## src/hw/rtl/radar_uart_frame_deframer_macros.svh

```systemverilog
// Assertion macros for the radar UART frame deframer.
`ifndef RADAR_UART_FRAME_DEFRAMER_MACROS_SVH
`define RADAR_UART_FRAME_DEFRAMER_MACROS_SVH

// Same-cycle implication, checked out of reset.
`define RUFD_ASSERT_IMP(label, clk, rst_n, ante, cons) \
    label: assert property (@(posedge clk) disable iff (!(rst_n)) (ante) |-> (cons)) \
        else $error("rufd assertion failed");

// Next-cycle implication, checked out of reset.
`define RUFD_ASSERT_NXT(label, clk, rst_n, ante, cons) \
    label: assert property (@(posedge clk) disable iff (!(rst_n)) (ante) |=> (cons)) \
        else $error("rufd assertion failed");

`endif

```

## src/hw/rtl/rufd_pkg.sv

```systemverilog
// Types, constants and hunter step functions for the radar UART frame deframer.
`default_nettype none
package rufd_pkg;

    localparam int unsigned MAX_PAYLOAD = 128;
    localparam logic [7:0]  MAX_PAYLOAD_B = 8'(MAX_PAYLOAD);

    localparam logic [7:0] OBJ_MARKER   = 8'h01;
    localparam logic [7:0] STAT_MARKER0 = 8'hF0;
    localparam logic [7:0] STAT_MARKER1 = 8'h1A;

    localparam logic [2:0] HDR_LEN_IDX   = 3'd2;
    localparam logic [2:0] HDR_HIGH_IDX  = 3'd3;
    localparam logic [2:0] HDR_LAST_IDX  = 3'd5;

    localparam logic [1:0] KIND_OBJ  = 2'd0;
    localparam logic [1:0] KIND_STAT = 2'd1;
    localparam logic [1:0] KIND_REQ  = 2'd2;
    localparam logic [1:0] KIND_CLR  = 2'd3;

    localparam logic [2:0] REG_OBJ_LEN    = 3'd0;
    localparam logic [2:0] REG_STAT_LEN   = 3'd1;
    localparam logic [2:0] REG_INTERVAL   = 3'd2;
    localparam logic [2:0] REG_IDLE_REQ   = 3'd3;
    localparam logic [2:0] REG_IDLE_CLR   = 3'd4;

    localparam logic [7:0]  RST_OBJ_LEN  = 8'd128;
    localparam logic [7:0]  RST_STAT_LEN = 8'd32;
    localparam logic [7:0]  RST_INTERVAL = 8'd16;
    localparam logic [13:0] RST_IDLE_REQ = 14'd6002;
    localparam logic [13:0] RST_IDLE_CLR = 14'd1000;

    typedef enum logic [2:0] {
        PH_HUNT    = 3'b001,
        PH_HEADER  = 3'b010,
        PH_PAYLOAD = 3'b100
    } t_phase;

    typedef struct packed {
        t_phase      phase;
        logic        saw;
        logic [2:0]  idx;
        logic        bad;
        logic [7:0]  cnt;
    } t_hunter;

    typedef struct packed {
        logic [1:0] kind;
        logic [7:0] data;
        logic       last;
    } t_result;

    localparam t_hunter HUNTER_RST = '{phase: PH_HUNT, saw: 1'b0, idx: 3'd0,
                                       bad: 1'b0, cnt: 8'd0};

    function automatic t_hunter f_enter_header(t_hunter h);
        t_hunter r;
        r       = h;
        r.phase = PH_HEADER;
        r.idx   = HDR_LEN_IDX;
        r.bad   = 1'b0;
        r.saw   = 1'b0;
        return r;
    endfunction

    function automatic t_hunter f_header_step(t_hunter h, logic [7:0] c, logic [7:0] len);
        t_hunter r;
        r = h;
        if (h.idx == HDR_LEN_IDX && c != len) begin
            r.bad = 1'b1;
        end
        if (h.idx == HDR_HIGH_IDX && c != 8'd0) begin
            r.bad = 1'b1;
        end
        r.idx = h.idx + 3'd1;
        if (r.idx > HDR_LAST_IDX) begin
            if (!r.bad) begin
                r.phase = PH_PAYLOAD;
                r.cnt   = 8'd0;
            end else begin
                r.phase = PH_HUNT;
            end
            r.saw = 1'b0;
        end
        return r;
    endfunction

    function automatic logic f_payload_end(t_hunter h, logic [7:0] len);
        logic [7:0] eff;
        logic [8:0] cnt;
        eff = (len > MAX_PAYLOAD_B) ? MAX_PAYLOAD_B : len;
        cnt = {1'b0, h.cnt} + 9'd1;
        return cnt >= {1'b0, eff};
    endfunction

    function automatic t_hunter f_payload_step(t_hunter h, logic [7:0] len);
        t_hunter r;
        r = h;
        if (f_payload_end(h, len)) begin
            r.phase = PH_HUNT;
            r.saw   = 1'b0;
            r.cnt   = 8'd0;
        end else begin
            r.cnt = h.cnt + 8'd1;
        end
        return r;
    endfunction

endpackage
`default_nettype wire

```

## src/hw/rtl/radar_uart_frame_deframer.sv

```systemverilog
// A taken beat is registered, then its results load into the result buffer at the output.
// Throughput: one input beat per cycle when it yields at most one result and the output is
// ready; a beat with k results (up to three per beat) holds the three-entry result buffer.
// Reset: synchronous active-low i_rst_n; hunters return to hunting, counters clear,
// registers take their defaults, both buffers empty.
// Top level of the radar UART frame deframer.
`default_nettype none
`include "radar_uart_frame_deframer_macros.svh"
module radar_uart_frame_deframer (
    input  wire logic                    i_clk,
    input  wire logic                    i_rst_n,
    input  wire logic                    i_in_valid,
    output logic                         o_in_ready,
    input  wire logic                    i_mode,
    input  wire logic [7:0]              i_rx_byte,
    output logic                         o_out_valid,
    input  wire logic                    i_out_ready,
    output logic [1:0]                   o_kind,
    output logic [7:0]                   o_data,
    output logic                         o_last,
    input  wire logic                    i_cfg_valid,
    output logic                         o_cfg_ready,
    input  wire logic [2:0]              i_cfg_index,
    input  wire logic [13:0]             i_cfg_data
);
    import rufd_pkg::*;

    logic        r_in_valid;
    logic        r_mode;
    logic [7:0]  r_byte;

    logic [7:0]  r_obj_len;
    logic [7:0]  r_stat_len;
    logic [7:0]  r_interval;
    logic [13:0] r_idle_req;
    logic [13:0] r_idle_clr;

    t_hunter     r_obj, n_obj;
    t_hunter     r_stat, n_stat;
    logic [7:0]  r_frame, n_frame;
    logic [13:0] r_idle, n_idle;

    t_result     r_res [3];
    t_result     n_res [3];
    logic [1:0]  r_cnt, n_cnt;

    t_result     w_cand [4];
    logic [3:0]  w_cvld;
    t_result     w_res [3];
    logic [1:0]  w_res_n;
    logic        w_load;
    logic        w_pop;
    logic        w_obj_end;
    logic [14:0] w_idle_next;
    logic [8:0]  w_frame_next;

    assign o_cfg_ready = 1'b1;
    assign o_out_valid = (r_cnt != 2'd0);
    assign o_kind      = r_res[0].kind;
    assign o_data      = r_res[0].data;
    assign o_last      = r_res[0].last;

    assign w_pop  = o_out_valid && i_out_ready;
    assign w_load = r_in_valid && (r_cnt == 2'd0 || (r_cnt == 2'd1 && w_pop));
    assign o_in_ready = !r_in_valid || w_load;

    assign w_idle_next  = {1'b0, r_idle} + 15'd1;
    assign w_frame_next = {1'b0, r_frame} + 9'd1;

    always_comb begin
        n_obj     = r_obj;
        n_stat    = r_stat;
        n_frame   = r_frame;
        n_idle    = r_idle;
        w_cvld    = 4'b0000;
        w_obj_end = 1'b0;
        w_cand[0] = '{kind: KIND_OBJ,  data: r_byte, last: 1'b0};
        w_cand[1] = '{kind: KIND_REQ,  data: 8'd0,   last: 1'b0};
        w_cand[2] = '{kind: KIND_STAT, data: r_byte, last: 1'b0};
        w_cand[3] = '{kind: KIND_CLR,  data: 8'd0,   last: 1'b0};
        if (r_mode) begin
            if (w_idle_next >= {1'b0, r_idle_req}) begin
                w_cvld[1] = 1'b1;
                n_idle    = 14'd0;
            end else begin
                n_idle = w_idle_next[13:0];
            end
            w_cvld[3] = (n_idle == r_idle_clr);
        end else begin
            unique case (r_obj.phase)
                PH_PAYLOAD: begin
                    w_obj_end      = f_payload_end(r_obj, r_obj_len);
                    n_obj          = f_payload_step(r_obj, r_obj_len);
                    n_idle         = 14'd0;
                    w_cvld[0]      = 1'b1;
                    w_cand[0].last = w_obj_end;
                    if (w_obj_end) begin
                        if (w_frame_next >= {1'b0, r_interval}) begin
                            w_cvld[1] = 1'b1;
                            n_frame   = 8'd0;
                        end else begin
                            n_frame = w_frame_next[7:0];
                        end
                    end
                end
                PH_HEADER: begin
                    n_obj = f_header_step(r_obj, r_byte, r_obj_len);
                end
                default: begin
                    if (r_byte == OBJ_MARKER) begin
                        if (r_obj.saw) begin
                            n_obj = f_enter_header(r_obj);
                        end else begin
                            n_obj.saw = 1'b1;
                        end
                    end else begin
                        n_obj.saw = 1'b0;
                    end
                end
            endcase
            unique case (r_stat.phase)
                PH_PAYLOAD: begin
                    w_cvld[2]      = 1'b1;
                    w_cand[2].last = f_payload_end(r_stat, r_stat_len);
                    n_stat         = f_payload_step(r_stat, r_stat_len);
                end
                PH_HEADER: begin
                    n_stat = f_header_step(r_stat, r_byte, r_stat_len);
                end
                default: begin
                    if (r_byte == STAT_MARKER0) begin
                        n_stat.saw = 1'b1;
                    end else if (r_byte == STAT_MARKER1 && r_stat.saw) begin
                        n_stat = f_enter_header(r_stat);
                    end else begin
                        n_stat.saw = 1'b0;
                    end
                end
            endcase
        end
    end

    // pack valid candidates in order: object, request, status, clear
    always_comb begin
        w_res[0] = w_cand[0];
        w_res[1] = w_cand[1];
        w_res[2] = w_cand[2];
        w_res_n  = 2'd0;
        for (int j = 0; j < 4; j++) begin
            if (w_cvld[j] && w_res_n != 2'd3) begin
                w_res[w_res_n] = w_cand[j];
                w_res_n        = w_res_n + 2'd1;
            end
        end
    end

    always_comb begin
        n_res = r_res;
        n_cnt = r_cnt;
        if (w_pop) begin
            n_res[0] = r_res[1];
            n_res[1] = r_res[2];
            n_cnt    = r_cnt - 2'd1;
        end
        if (w_load) begin
            n_res = w_res;
            n_cnt = w_res_n;
        end
    end

    always_ff @(posedge i_clk) begin
        if (!i_rst_n) begin
            r_in_valid <= 1'b0;
            r_cnt      <= 2'd0;
            r_obj      <= HUNTER_RST;
            r_stat     <= HUNTER_RST;
            r_frame    <= 8'd0;
            r_idle     <= 14'd0;
            r_obj_len  <= RST_OBJ_LEN;
            r_stat_len <= RST_STAT_LEN;
            r_interval <= RST_INTERVAL;
            r_idle_req <= RST_IDLE_REQ;
            r_idle_clr <= RST_IDLE_CLR;
        end else begin
            r_cnt <= n_cnt;
            if (o_in_ready) begin
                r_in_valid <= i_in_valid;
            end
            if (w_load) begin
                r_obj   <= n_obj;
                r_stat  <= n_stat;
                r_frame <= n_frame;
                r_idle  <= n_idle;
            end
            if (i_cfg_valid && o_cfg_ready) begin
                unique case (i_cfg_index)
                    REG_OBJ_LEN:  r_obj_len  <= i_cfg_data[7:0];
                    REG_STAT_LEN: r_stat_len <= i_cfg_data[7:0];
                    REG_INTERVAL: r_interval <= i_cfg_data[7:0];
                    REG_IDLE_REQ: r_idle_req <= i_cfg_data;
                    REG_IDLE_CLR: r_idle_clr <= i_cfg_data;
                    default: ;
                endcase
            end
        end
    end

    always_ff @(posedge i_clk) begin
        if (o_in_ready && i_in_valid) begin
            r_mode <= i_mode;
            r_byte <= i_rx_byte;
        end
        r_res <= n_res;
    end

    `RUFD_ASSERT_IMP(a_ctrl_kind_clean, i_clk, i_rst_n,
        o_out_valid && (o_kind == KIND_REQ || o_kind == KIND_CLR),
        o_data == 8'd0 && !o_last)
    `RUFD_ASSERT_IMP(a_no_load_when_busy, i_clk, i_rst_n, r_cnt > 2'd1, !w_load)
    `RUFD_ASSERT_NXT(a_load_count, i_clk, i_rst_n, w_load, r_cnt == $past(w_res_n))

endmodule
`default_nettype wire

```

## config.mk

```make
export PLATFORM = sky130hd
export DESIGN_NAME = radar_uart_frame_deframer
export DESIGN_NICKNAME = d
export VERILOG_FILES = /design/src/hw/rtl/rufd_pkg.sv /design/src/hw/rtl/radar_uart_frame_deframer.sv
export VERILOG_INCLUDE_DIRS = /design/src /design/src/hw/rtl
export SDC_FILE = /design/constraint.sdc
export NUM_CORES = 1
export LEC_CHECK = 0
export BUFFER_PORTS_ARGS = -buffer_cell sky130_fd_sc_hd__buf_2
export CAP_MARGIN = 40
export CORE_ASPECT_RATIO = 0.5
export CORE_MARGIN = 3
export CORE_UTILIZATION = 45
export CTS_BUF_LIST = sky130_fd_sc_hd__clkbuf_2
export DETAILED_ROUTE_END_ITERATION = 8
export REMOVE_ABC_BUFFERS = 1
export SLEW_MARGIN = 15
export SYNTH_ARGS = -nofsm -noshare
export SYNTH_HDL_FRONTEND = slang
export SYNTH_SLANG_ARGS = --single-unit
```

## constraint.sdc

```tcl
create_clock -name i_clk -period 8 [get_ports i_clk]
set_input_delay 0.8 -clock i_clk [delete_from_list [all_inputs] [get_ports i_clk]]
set_output_delay 0.8 -clock i_clk [all_outputs]
set_load 0.05 [all_outputs]
```

# After elaboration in Yosys (flattened, before gate mapping)
# Index checks and enable logic that the tools add are counted.
[totals] ff_bits=151 inputBits=31 out_inout_bits=14 wordCells=215
[op_classes] addsub=12 order_cmp=14 eq_ne=30 n_mux=71 bitwise=11 reduce_logical=47
[ops] op="$mux W33" count=4
[ops] op="$mux W8" count=9
[ops] op="$demux W11 S2" count=3
[ops] op="$pmux W16 S2" count=2
[ops] op="$mux W14" count=4
[ops] op="$mux W12" count=4
[ops] op="$bwmux W33" count=1
[ops] op="$mux W11" count=3
[ops] op="$and A29 B30 Y30" count=1
[ops] op="$not A30 Y30" count=1
[ops] op="$add A8 B1 Y9 const B" count=3
[ops] op="$and A27 B27 Y27" count=1
[ops] op="$ge A9 B8 Y1" count=3
[ops] op="$not A27 Y27" count=1
[ops] op="$eq A3 B2 Y1 const B" count=8
[ops] op="$mux W1" count=24
[ops] op="$mux W22" count=1
[ops] op="$reduce_and A5 Y1" count=4
[ops] op="$mux W3" count=6
[ops] op="$ne A2 B2 Y1 const B" count=9
[ops] op="$add A8 B1 Y8 const B" count=2
[ops] op="$gt A8 B8 Y1 const B" count=2
[ops] op="$mux W4" count=4
[ops] op="$ne A8 B8 Y1" count=2
[ops] op="32 further kinds" count=83

# Depth between registers and ports, before layout
# Gate-level depths: netlist of run 1.
[logic_depth] depth_word=22 ltp_mapped=25 depth_no_buf=24

# Worst setup path after synthesis of run 1
# OpenSTA, ideal clock, no wires.
[synth_timing] path_type="register -> register" start="reg r_idle[0]" end="reg r_res[2] in the netlist's numbering (data pin)" setup_time_ns=0.255 arrival_ns=5.393 required_time_ns=7.745 path_slack_ns=2.352 stages_incl_launch_ff=25 path_buffers=1 synth_period_minus_slack_ns=5.648 path_cell_list="dfxtp_1 > ha_1 > nand3_1 > nor4_1 > xor2_1 > ha_1 > a21o_1 > a21o_1 > a211oi_2 > o21ai_1 > clkbuf_1 > nand2_1 > o21ai_0 > ha_1 > inv_1 > ha_1 > ha_1 > nor2_1 > o21ai_0 > a221o_1 > nor3_1 > o311ai_1 > nor4_4 > nand2_1 > and2_1"
[synth_rtl] item="from (decl)" line="radar_uart_frame_deframer.sv:41" rtl="logic [13:0] r_idle, n_idle;"
[synth_rtl] item="from (signal assigned)" line="radar_uart_frame_deframer.sv:193" rtl="r_idle <= n_idle;"
[synth_rtl] item="to (signal assigned)" line="radar_uart_frame_deframer.sv:213" rtl="r_res <= n_res;"
[synth_rtl] item="to (decl)" line="radar_uart_frame_deframer.sv:43" rtl="t_result r_res [3];"

==> results.json, run 1 <==
{
  "synth-edff-count": 41,
  "drive_gt1_share_pct": 9.56,
  "hp-class": "in -> reg",
  "core-area_sq_mm": 0.0179,
  "synth_ff_type": "dfxtp_1",
  "final_cell_count_no_fill": 1268,
  "drc": 0,
  "min_path_cells": 1,
  "path_clk_slew_ns": 0.23,
  "power.leakage_nw": 3.64,
  "vias_per_cell": 5.39,
  "synth_top_family_by_area": "simple AND/OR/NAND/NOR gates",
  "gp_congestion": 0.840,
  "clock-sinks": 150,
  "synth_seq_cells": 150,
  "cp_max_fo": 13,
  "r2r_slack_ns": 1.56,
  "layout_commonest_cell": "nand2_1",
  "p_per_area_mw_per_mm2": 163,
  "worstHoldEndpoint": "r_byte[2]$_DFFE_PP_",
  "dr_total_vias": 6838,
  "synth-compound-area-share_pct": 17.7,
  "final_cell_mix": "163 x nand2_1, 109 x dfxtp_1, 76 x a21oi_1",
  "start_util_pct": 47.3,
  "port_buffers": 43,
  "wl_met3_um": 1030,
  "holdWs_ns": 0.236,
  "synthTopCellsByArea": "dfxtp_1 26%, edfxtp_1 15%, ha_1 9.0%",
  "synthSimpleGateAreaFrac_pct": 21.3,
  "synthMuxAreaShare_pct": 0.606,
  "fin_nets": 1095,
  "max_freq_ghz": 0.155,
  "clockBufferDepth": 2,
  "wl_met1_um": 10400,
  "dieArea_sq_mm": 0.0206,
  "maxCapViolations": 0,
  "clockRootBuffer": "clkbuf_2",
  "max-slew-margin-rel_pct": 44.4,
  "dr.max_layer_used": "met4",
  "fp.dieW_um": 200,
  "maxSlewViolCount": 0,
  "timing.rr.start": "r_idle[0]$_SDFFE_PN0P_",
  "rsz0062_at_grt": "false",
  "yosysSeqAreaShare_pct": 40.3,
  "r2r_cells": 24,
  "synthCells": 984,
  "finalCritPeriodShare_pct": 80.4,
  "grt_pass1_vias": 6500,
  "dr.pass1.iters": 5,
  "grt_max_degree": 67,
  "synth_cell_types": 66,
  "ys_async_sr_fraction_pct": 0,
  "grt_pass1_wl_um": 33100,
  "cts_tree": "built",
  "cts_resized": 0,
  "yosys_warnings": 0,
  "hold_viol_final": 0,
  "drt_iter0_markers": 460,
  "syn_area_sq_mm": 0.00847,
  "setup_viol": 0,
  "htree_levels": 4,
  "antenna_found_initial": 1,
  "numCtsBuffers": 17,
  "worst_pin_slew_ns": 0.834,
  "crit_type": "reg -> reg",
  "cts_hold_buf": 0,
  "wl_per_cell_um": 15.8,
  "synth_xor_area_share_pct": 5.48,
  "fin_crit_ns": 6.44,
  "dpl.hpwl_um": 14600,
  "postCtsSetupBuffers": 0,
  "cp.required_ns": 8.50,
  "ios": 45,
  "clk_latency_ns": 0.74,
  "fin_area_sq_mm": 0.00908,
  "synth_fa_ha_area_share_pct": 9.25,
  "total_power_mw": 1.48,
  "die_height_um": 103,
  "fin_tns_setup_ns": 0,
  "grt-ovfl-total": 0,
  "yosysTopAreaCell": "dfxtp_1",
  "avgSynthCellArea_sq_um": 8.60,
  "row_count": 34,
  "cp-end-kind": "flop",
  "r2r-end": "r_res[2]$_DFFE_PP_",
  "wirelength_um": 20100,
  "track_usage_pct": 20.4,
  "worstHoldStart": "i_rx_byte[2]",
  "dp_cells": 1235,
  "arrival_ns": 6.94,
  "finalClockSkew_ns": 0.0406,
  "dpl_cell_area_sq_mm": 0.00883,
  "area_growth_pct": 7.26,
  "synth_top_cell_area_share_pct": 25.8,
  "start_kind": "flop",
  "irDropWorstVdd_uv": 95.1,
  "met2_wirelength_um": 8510,
  "status": "finished, final reports clean",
  "antenna_left": 0
}
critical path, stage by stage (launching register included):
cell      delay, ns
dfxtp_1        0.53
ha_1           0.22
nand3_1        0.15
nor4_1         0.55
xor2_1         0.29
ha_1           0.29
a21o_1         0.16
a21o_1         0.18
a211oi_2       0.25
o21ai_1        0.11
buf_4          0.19
nand2_1        0.09
o21ai_0        0.14
ha_1           0.36
inv_1          0.09
ha_1           0.36
ha_1           0.22
nor2_1         0.10
o21ai_0        0.12
a221o_1        0.29
nor3_1         0.18
o311ai_1       0.18
nor4_4         0.62
nand2_1        0.30
and2_1         0.24
cells in the mapped netlist (all sizes together) (24+ instances only):
master,n
o21ai,40
inv,52
nor2,57
edfxtp,41
xnor2,31
ha,61
nand2,163
dfxtp,109
clkbuf,41
a21oi,77
a22o,24
nand3,31
worst max-delay path by stage:
stage	from	endpoint	slack (ns)	depth (start not counted)
3_3_place_gp	r_idle[0]$_SDFFE_PN0P_	r_res[5]$_DFFE_PP_	1.84	24
5_1_grt	r_idle[0]$_SDFFE_PN0P_	r_res[2]$_DFFE_PP_	1.03	24
2_1_floorplan	r_idle[0]$_SDFFE_PN0P_	r_res[2]$_DFFE_PP_	2.39	23
3_5_place_dp	r_idle[0]$_SDFFE_PN0P_	r_res[6]$_DFFE_PP_	1.65	24
4_1_cts	r_idle[0]$_SDFFE_PN0P_	r_res[2]$_DFFE_PP_	1.59	24
6_report	r_idle[0]$_SDFFE_PN0P_	r_res[2]$_DFFE_PP_	1.56	24
where the power goes:
part	switching (mW)	internal (mW)
logic	0.127	0.0565
registers	0.0223	0.825
clock network	0.300	0.150
total	0.449	1.03
state kept, by name, summed over array words and instances (netlist names):
signal,count
r_mode,1
r_byte,8
r_in_valid,1
r_idle_clr,14
r_cnt,2
r_obj_len,8
o_kind,2
r_frame,8
r_stat_len,8
r_idle,14
r_idle_req,14
r_interval,8
r_stat,16
r_obj,16
o_data,8
o_last,1
r_res,21
metal layers:
layer	GRT usage [%]	vias up
li1	-	3477
met1	29.0	3224
met2	32.5	127
met3	4.34	10
met4	4.07	0
met5	0	-
per-stage QoR:
stage	setup slack (ns)	utilization [%]
detailed placement	1.65	49.3
floorplan	2.39	-
CTS	1.59	50.7
global route	1.03	50.7
finish	1.56	50.7
global placement	1.84	49.2
kinds of logic (layout without fill, tap and decap cells):
logic type	count (synthesis)	in the layout
simple gates	377	377
other cells	1	2
buf+inv	107	138
flops	150	150
compound gates	229	229
fa+ha+maj	62	62
mux	5	5
xor+xnor	53	53
cell type report:
| cell class | count | area [sq um] |
|---|---|---|
| Antenna cell | 1 | 2.50 |
| Timing Repair Buffer | 53 | 298 |
| Clock buffer | 19 | 95.1 |
| Multi-Input combinational cell | 727 | 4610 |
| Sequential cell | 150 | 3410 |
| Fill cell | 1721 | 8830 |
| Inverter | 53 | 199 |
| Clock inverter | 13 | 149 |
| Tap cell | 252 | 315 |
Note: power is estimated with default switching activity, not from simulation.
==> run 2, diff against run 1 <==
==> constraint.sdc (replaced) <==
create_clock -name i_clk -period 6.25 [get_ports i_clk]
set_input_delay 0.625 -clock i_clk [delete_from_list [all_inputs] [get_ports i_clk]]
set_output_delay 0.625 -clock i_clk [all_outputs]
set_load 0.05 [all_outputs]
==> run 2 against run 1 <==
Against the previous run:
- wire length grew 1.2%
- cell count grew 1.0%
- die area is the same
- clock skew fell by 0.0066 ns
- combinational power grew 31%
- largest power group unchanged
==> results.json, run 2 (synthesized netlist as in run 1, its figures left out) <==
{
  "status": "finished, final reports clean",
  "cp_max_fo": 6,
  "p_per_area_mw_per_mm2": 208,
  "regMostFlops": "r_res",
  "fin_area_sq_mm": 0.00922,
  "grt.busiest_layer": "met2",
  "crit_type": "reg -> reg",
  "final_cell_mix": "163 x nand2_1, 108 x dfxtp_1, 76 x a21oi_1",
  "arrival_ns": 6.24,
  "antenna_left": 0,
  "fin_nets": 1108,
  "wirelength_um": 20300,
  "max_freq_ghz": 0.174,
  "rsz0062_at_grt": "false",
  "fp.dieW_um": 200,
  "clock_power_share_pct": 31.0,
  "largest_reg_flops": 21,
  "clk_latency_ns": 0.75,
  "start_util_pct": 47.3,
  "core-area_sq_mm": 0.0179,
  "internal-power_mw": 1.33,
  "cp.required_ns": 6.74,
  "antenna_found_initial": 1,
  "grt_max_degree": 59,
  "dr_total_vias": 6855,
  "grt_pass1_vias": 6372,
  "max-slew-margin-rel_pct": 47.3,
  "path_clk_slew_ns": 0.24,
  "htree_levels": 4,
  "finalCritPeriodShare_pct": 91.9,
  "r2r_cells": 25,
  "fin_crit_ns": 5.75,
  "final.fill_count": 1730,
  "min_path_cells": 3,
  "layout_commonest_cell": "nand2_1",
  "clockBufferDepth": 2,
  "clock-sinks": 150,
  "maxCapViolations": 0,
  "irDropWorstVdd_uv": 111,
  "port_buffers": 43,
  "p_seq_share_pct": 56.5,
  "clockRootBuffer": "clkbuf_2",
  "fin_tns_setup_ns": 0,
  "cts_tree": "built",
  "met1_usage_pct": 29.7,
  "area_growth_pct": 8.85,
  "maxSlewViolCount": 0,
  "dr.pass1.iters": 5,
  "numCtsBuffers": 17,
  "finalClockSkew_ns": 0.0340,
  "cp-end-kind": "flop",
  "power.leakage_nw": 3.72,
  "dieArea_sq_mm": 0.0206,
  "hp-class": "in -> reg",
  "grt_use_met3_pct": 4.70,
  "die_height_um": 103,
  "row_count": 34,
  "drc": 0,
  "drive_gt1_share_pct": 10.1,
  "vias_per_cell": 5.35,
  "reg_top3": "r_res x21, r_obj x16, r_stat x16",
  "dpl_cell_area_sq_mm": 0.00884,
  "wl_per_cell_um": 15.9,
  "dpl.hpwl_um": 14600,
  "grt-ovfl-total": 0,
  "gp_congestion": 0.851,
  "hold_viol_final": 0,
  "track_usage_pct": 20.4,
  "ios": 45,
  "drt_iter0_markers": 345,
  "grt_pass1_wl_um": 33000,
  "start_kind": "flop",
  "setup_viol": 0,
  "p_switching_uw": 589,
  "power_frac_comb_pct": 12.5,
  "grt_use_met2_pct": 30.5,
  "swShare_pct": 30.7,
  "worst_pin_slew_ns": 0.790
}
-- run 2: cell types whose count changed in the layout (fill, tap and decap cells not counted), moves of 2 or more --
cell / before / now
inv_6: 3 / 7
dlygate4sd3_1: 0 / 9
clkinv_4: 2 / 0
buf_4: 9 / 13
clkinvlp_4: 4 / 1
-- run 2: final timing paths --
| kind | start | end | slack, ns |
|---|---|---|---|
| worst max-delay path | r_idle[1]$_SDFFE_PN0P_ | r_res[20]$_SDFFCE_PN1P_ | 0.50 |
| worst min register to register | r_idle_req[2]$_SDFFE_PN0P_ | r_idle_req[2]$_SDFFE_PN0P_ | 0.47 |
| worst max register to register | r_idle[1]$_SDFFE_PN0P_ | r_res[20]$_SDFFCE_PN1P_ | 0.50 |
| worst min-delay path | i_cfg_data[9] | r_idle_clr[9]$_SDFFE_PN1P_ | 0.1 |
-- run 2: final cells by class --
type / instances / area [sq um] / share of cell area (%)
sequential: 150 / 3410 / 37.1
antenna: 1 / 2.50 / 0.0272
inverter: 53 / 199 / 2.16
timing repair buffer: 66 / 418 / 4.53
tap: 252 / 315 / 3.42
clock buffer: 18 / 90.1 / 0.978
clock inverter: 14 / 161 / 1.75
multi-input combinational: 727 / 4610 / 50.1
-- run 2: per-stage QoR --
stage | util [%] | setup slack (ns) | power (mW) | instances | hold slack, ns
after floorplan | - | 0.637 | 1.26 | 930 | 0.436
after global placement | 49.3 | 0.381 | 1.33 | 1235 | 0.444
after detailed placement | 49.4 | 0.134 | 1.34 | 1236 | 0.447
after CTS | 51.1 | 0.0885 | 1.94 | 1274 | 0.00473
after global routing | 51.5 | 0.102 | 2.01 | 1281 | 0.0258
final | 51.5 | 0.504 | 1.92 | 1281 | 0.0979
-- run 2: metal layers --
metal	wire length (um)	vias up	share of wire, %
met5	0	-	0
met4	300	0	1.5
met3	910	22	4.5
met2	8690	117	43
met1	10400	3208	51
li1	-	3508	-
-- run 2: power groups by stage --
stage / clock (mW) / sequential [mW] / combinational, mW
global route: 0.651 / 1.09 / 0.264
global placement: 0 / 1.10 / 0.227
CTS: 0.612 / 1.09 / 0.238
detailed placement: 0 / 1.10 / 0.235
floorplan: 0 / 1.14 / 0.117
finish: 0.595 / 1.09 / 0.240
-- run 2: worst max-delay path: stages (launching register included) --
cell and delay, ns:
dfxtp_1 0.47, ha_1 0.20, nand3_1 0.17, nor3_1 0.27, xor2_1 0.35, ha_1 0.32
a21oi_1 0.15, o21ai_0 0.16, a211oi_2 0.39, o21ai_1 0.15, nand2_1 0.12, o21ai_0 0.13
ha_1 0.37, inv_1 0.09, ha_1 0.37, ha_1 0.22, nor2_1 0.12, o21ai_0 0.11
a221o_1 0.29, nor3_1 0.18, o311ai_1 0.19, nor4_4 0.16, buf_4 0.19, buf_4 0.11
mux2i_1 0.16, nand2_1 0.06
-- run 2: what timing repair did --
action | 4_1_cts | 5_1_grt
setup endpoints to repair | 0 | 23
setup buffers | 0 | 3
hold buffers | 6 | 3
resized for setup | 0 | 2
endpoints found under the hold margin | 6 | 3
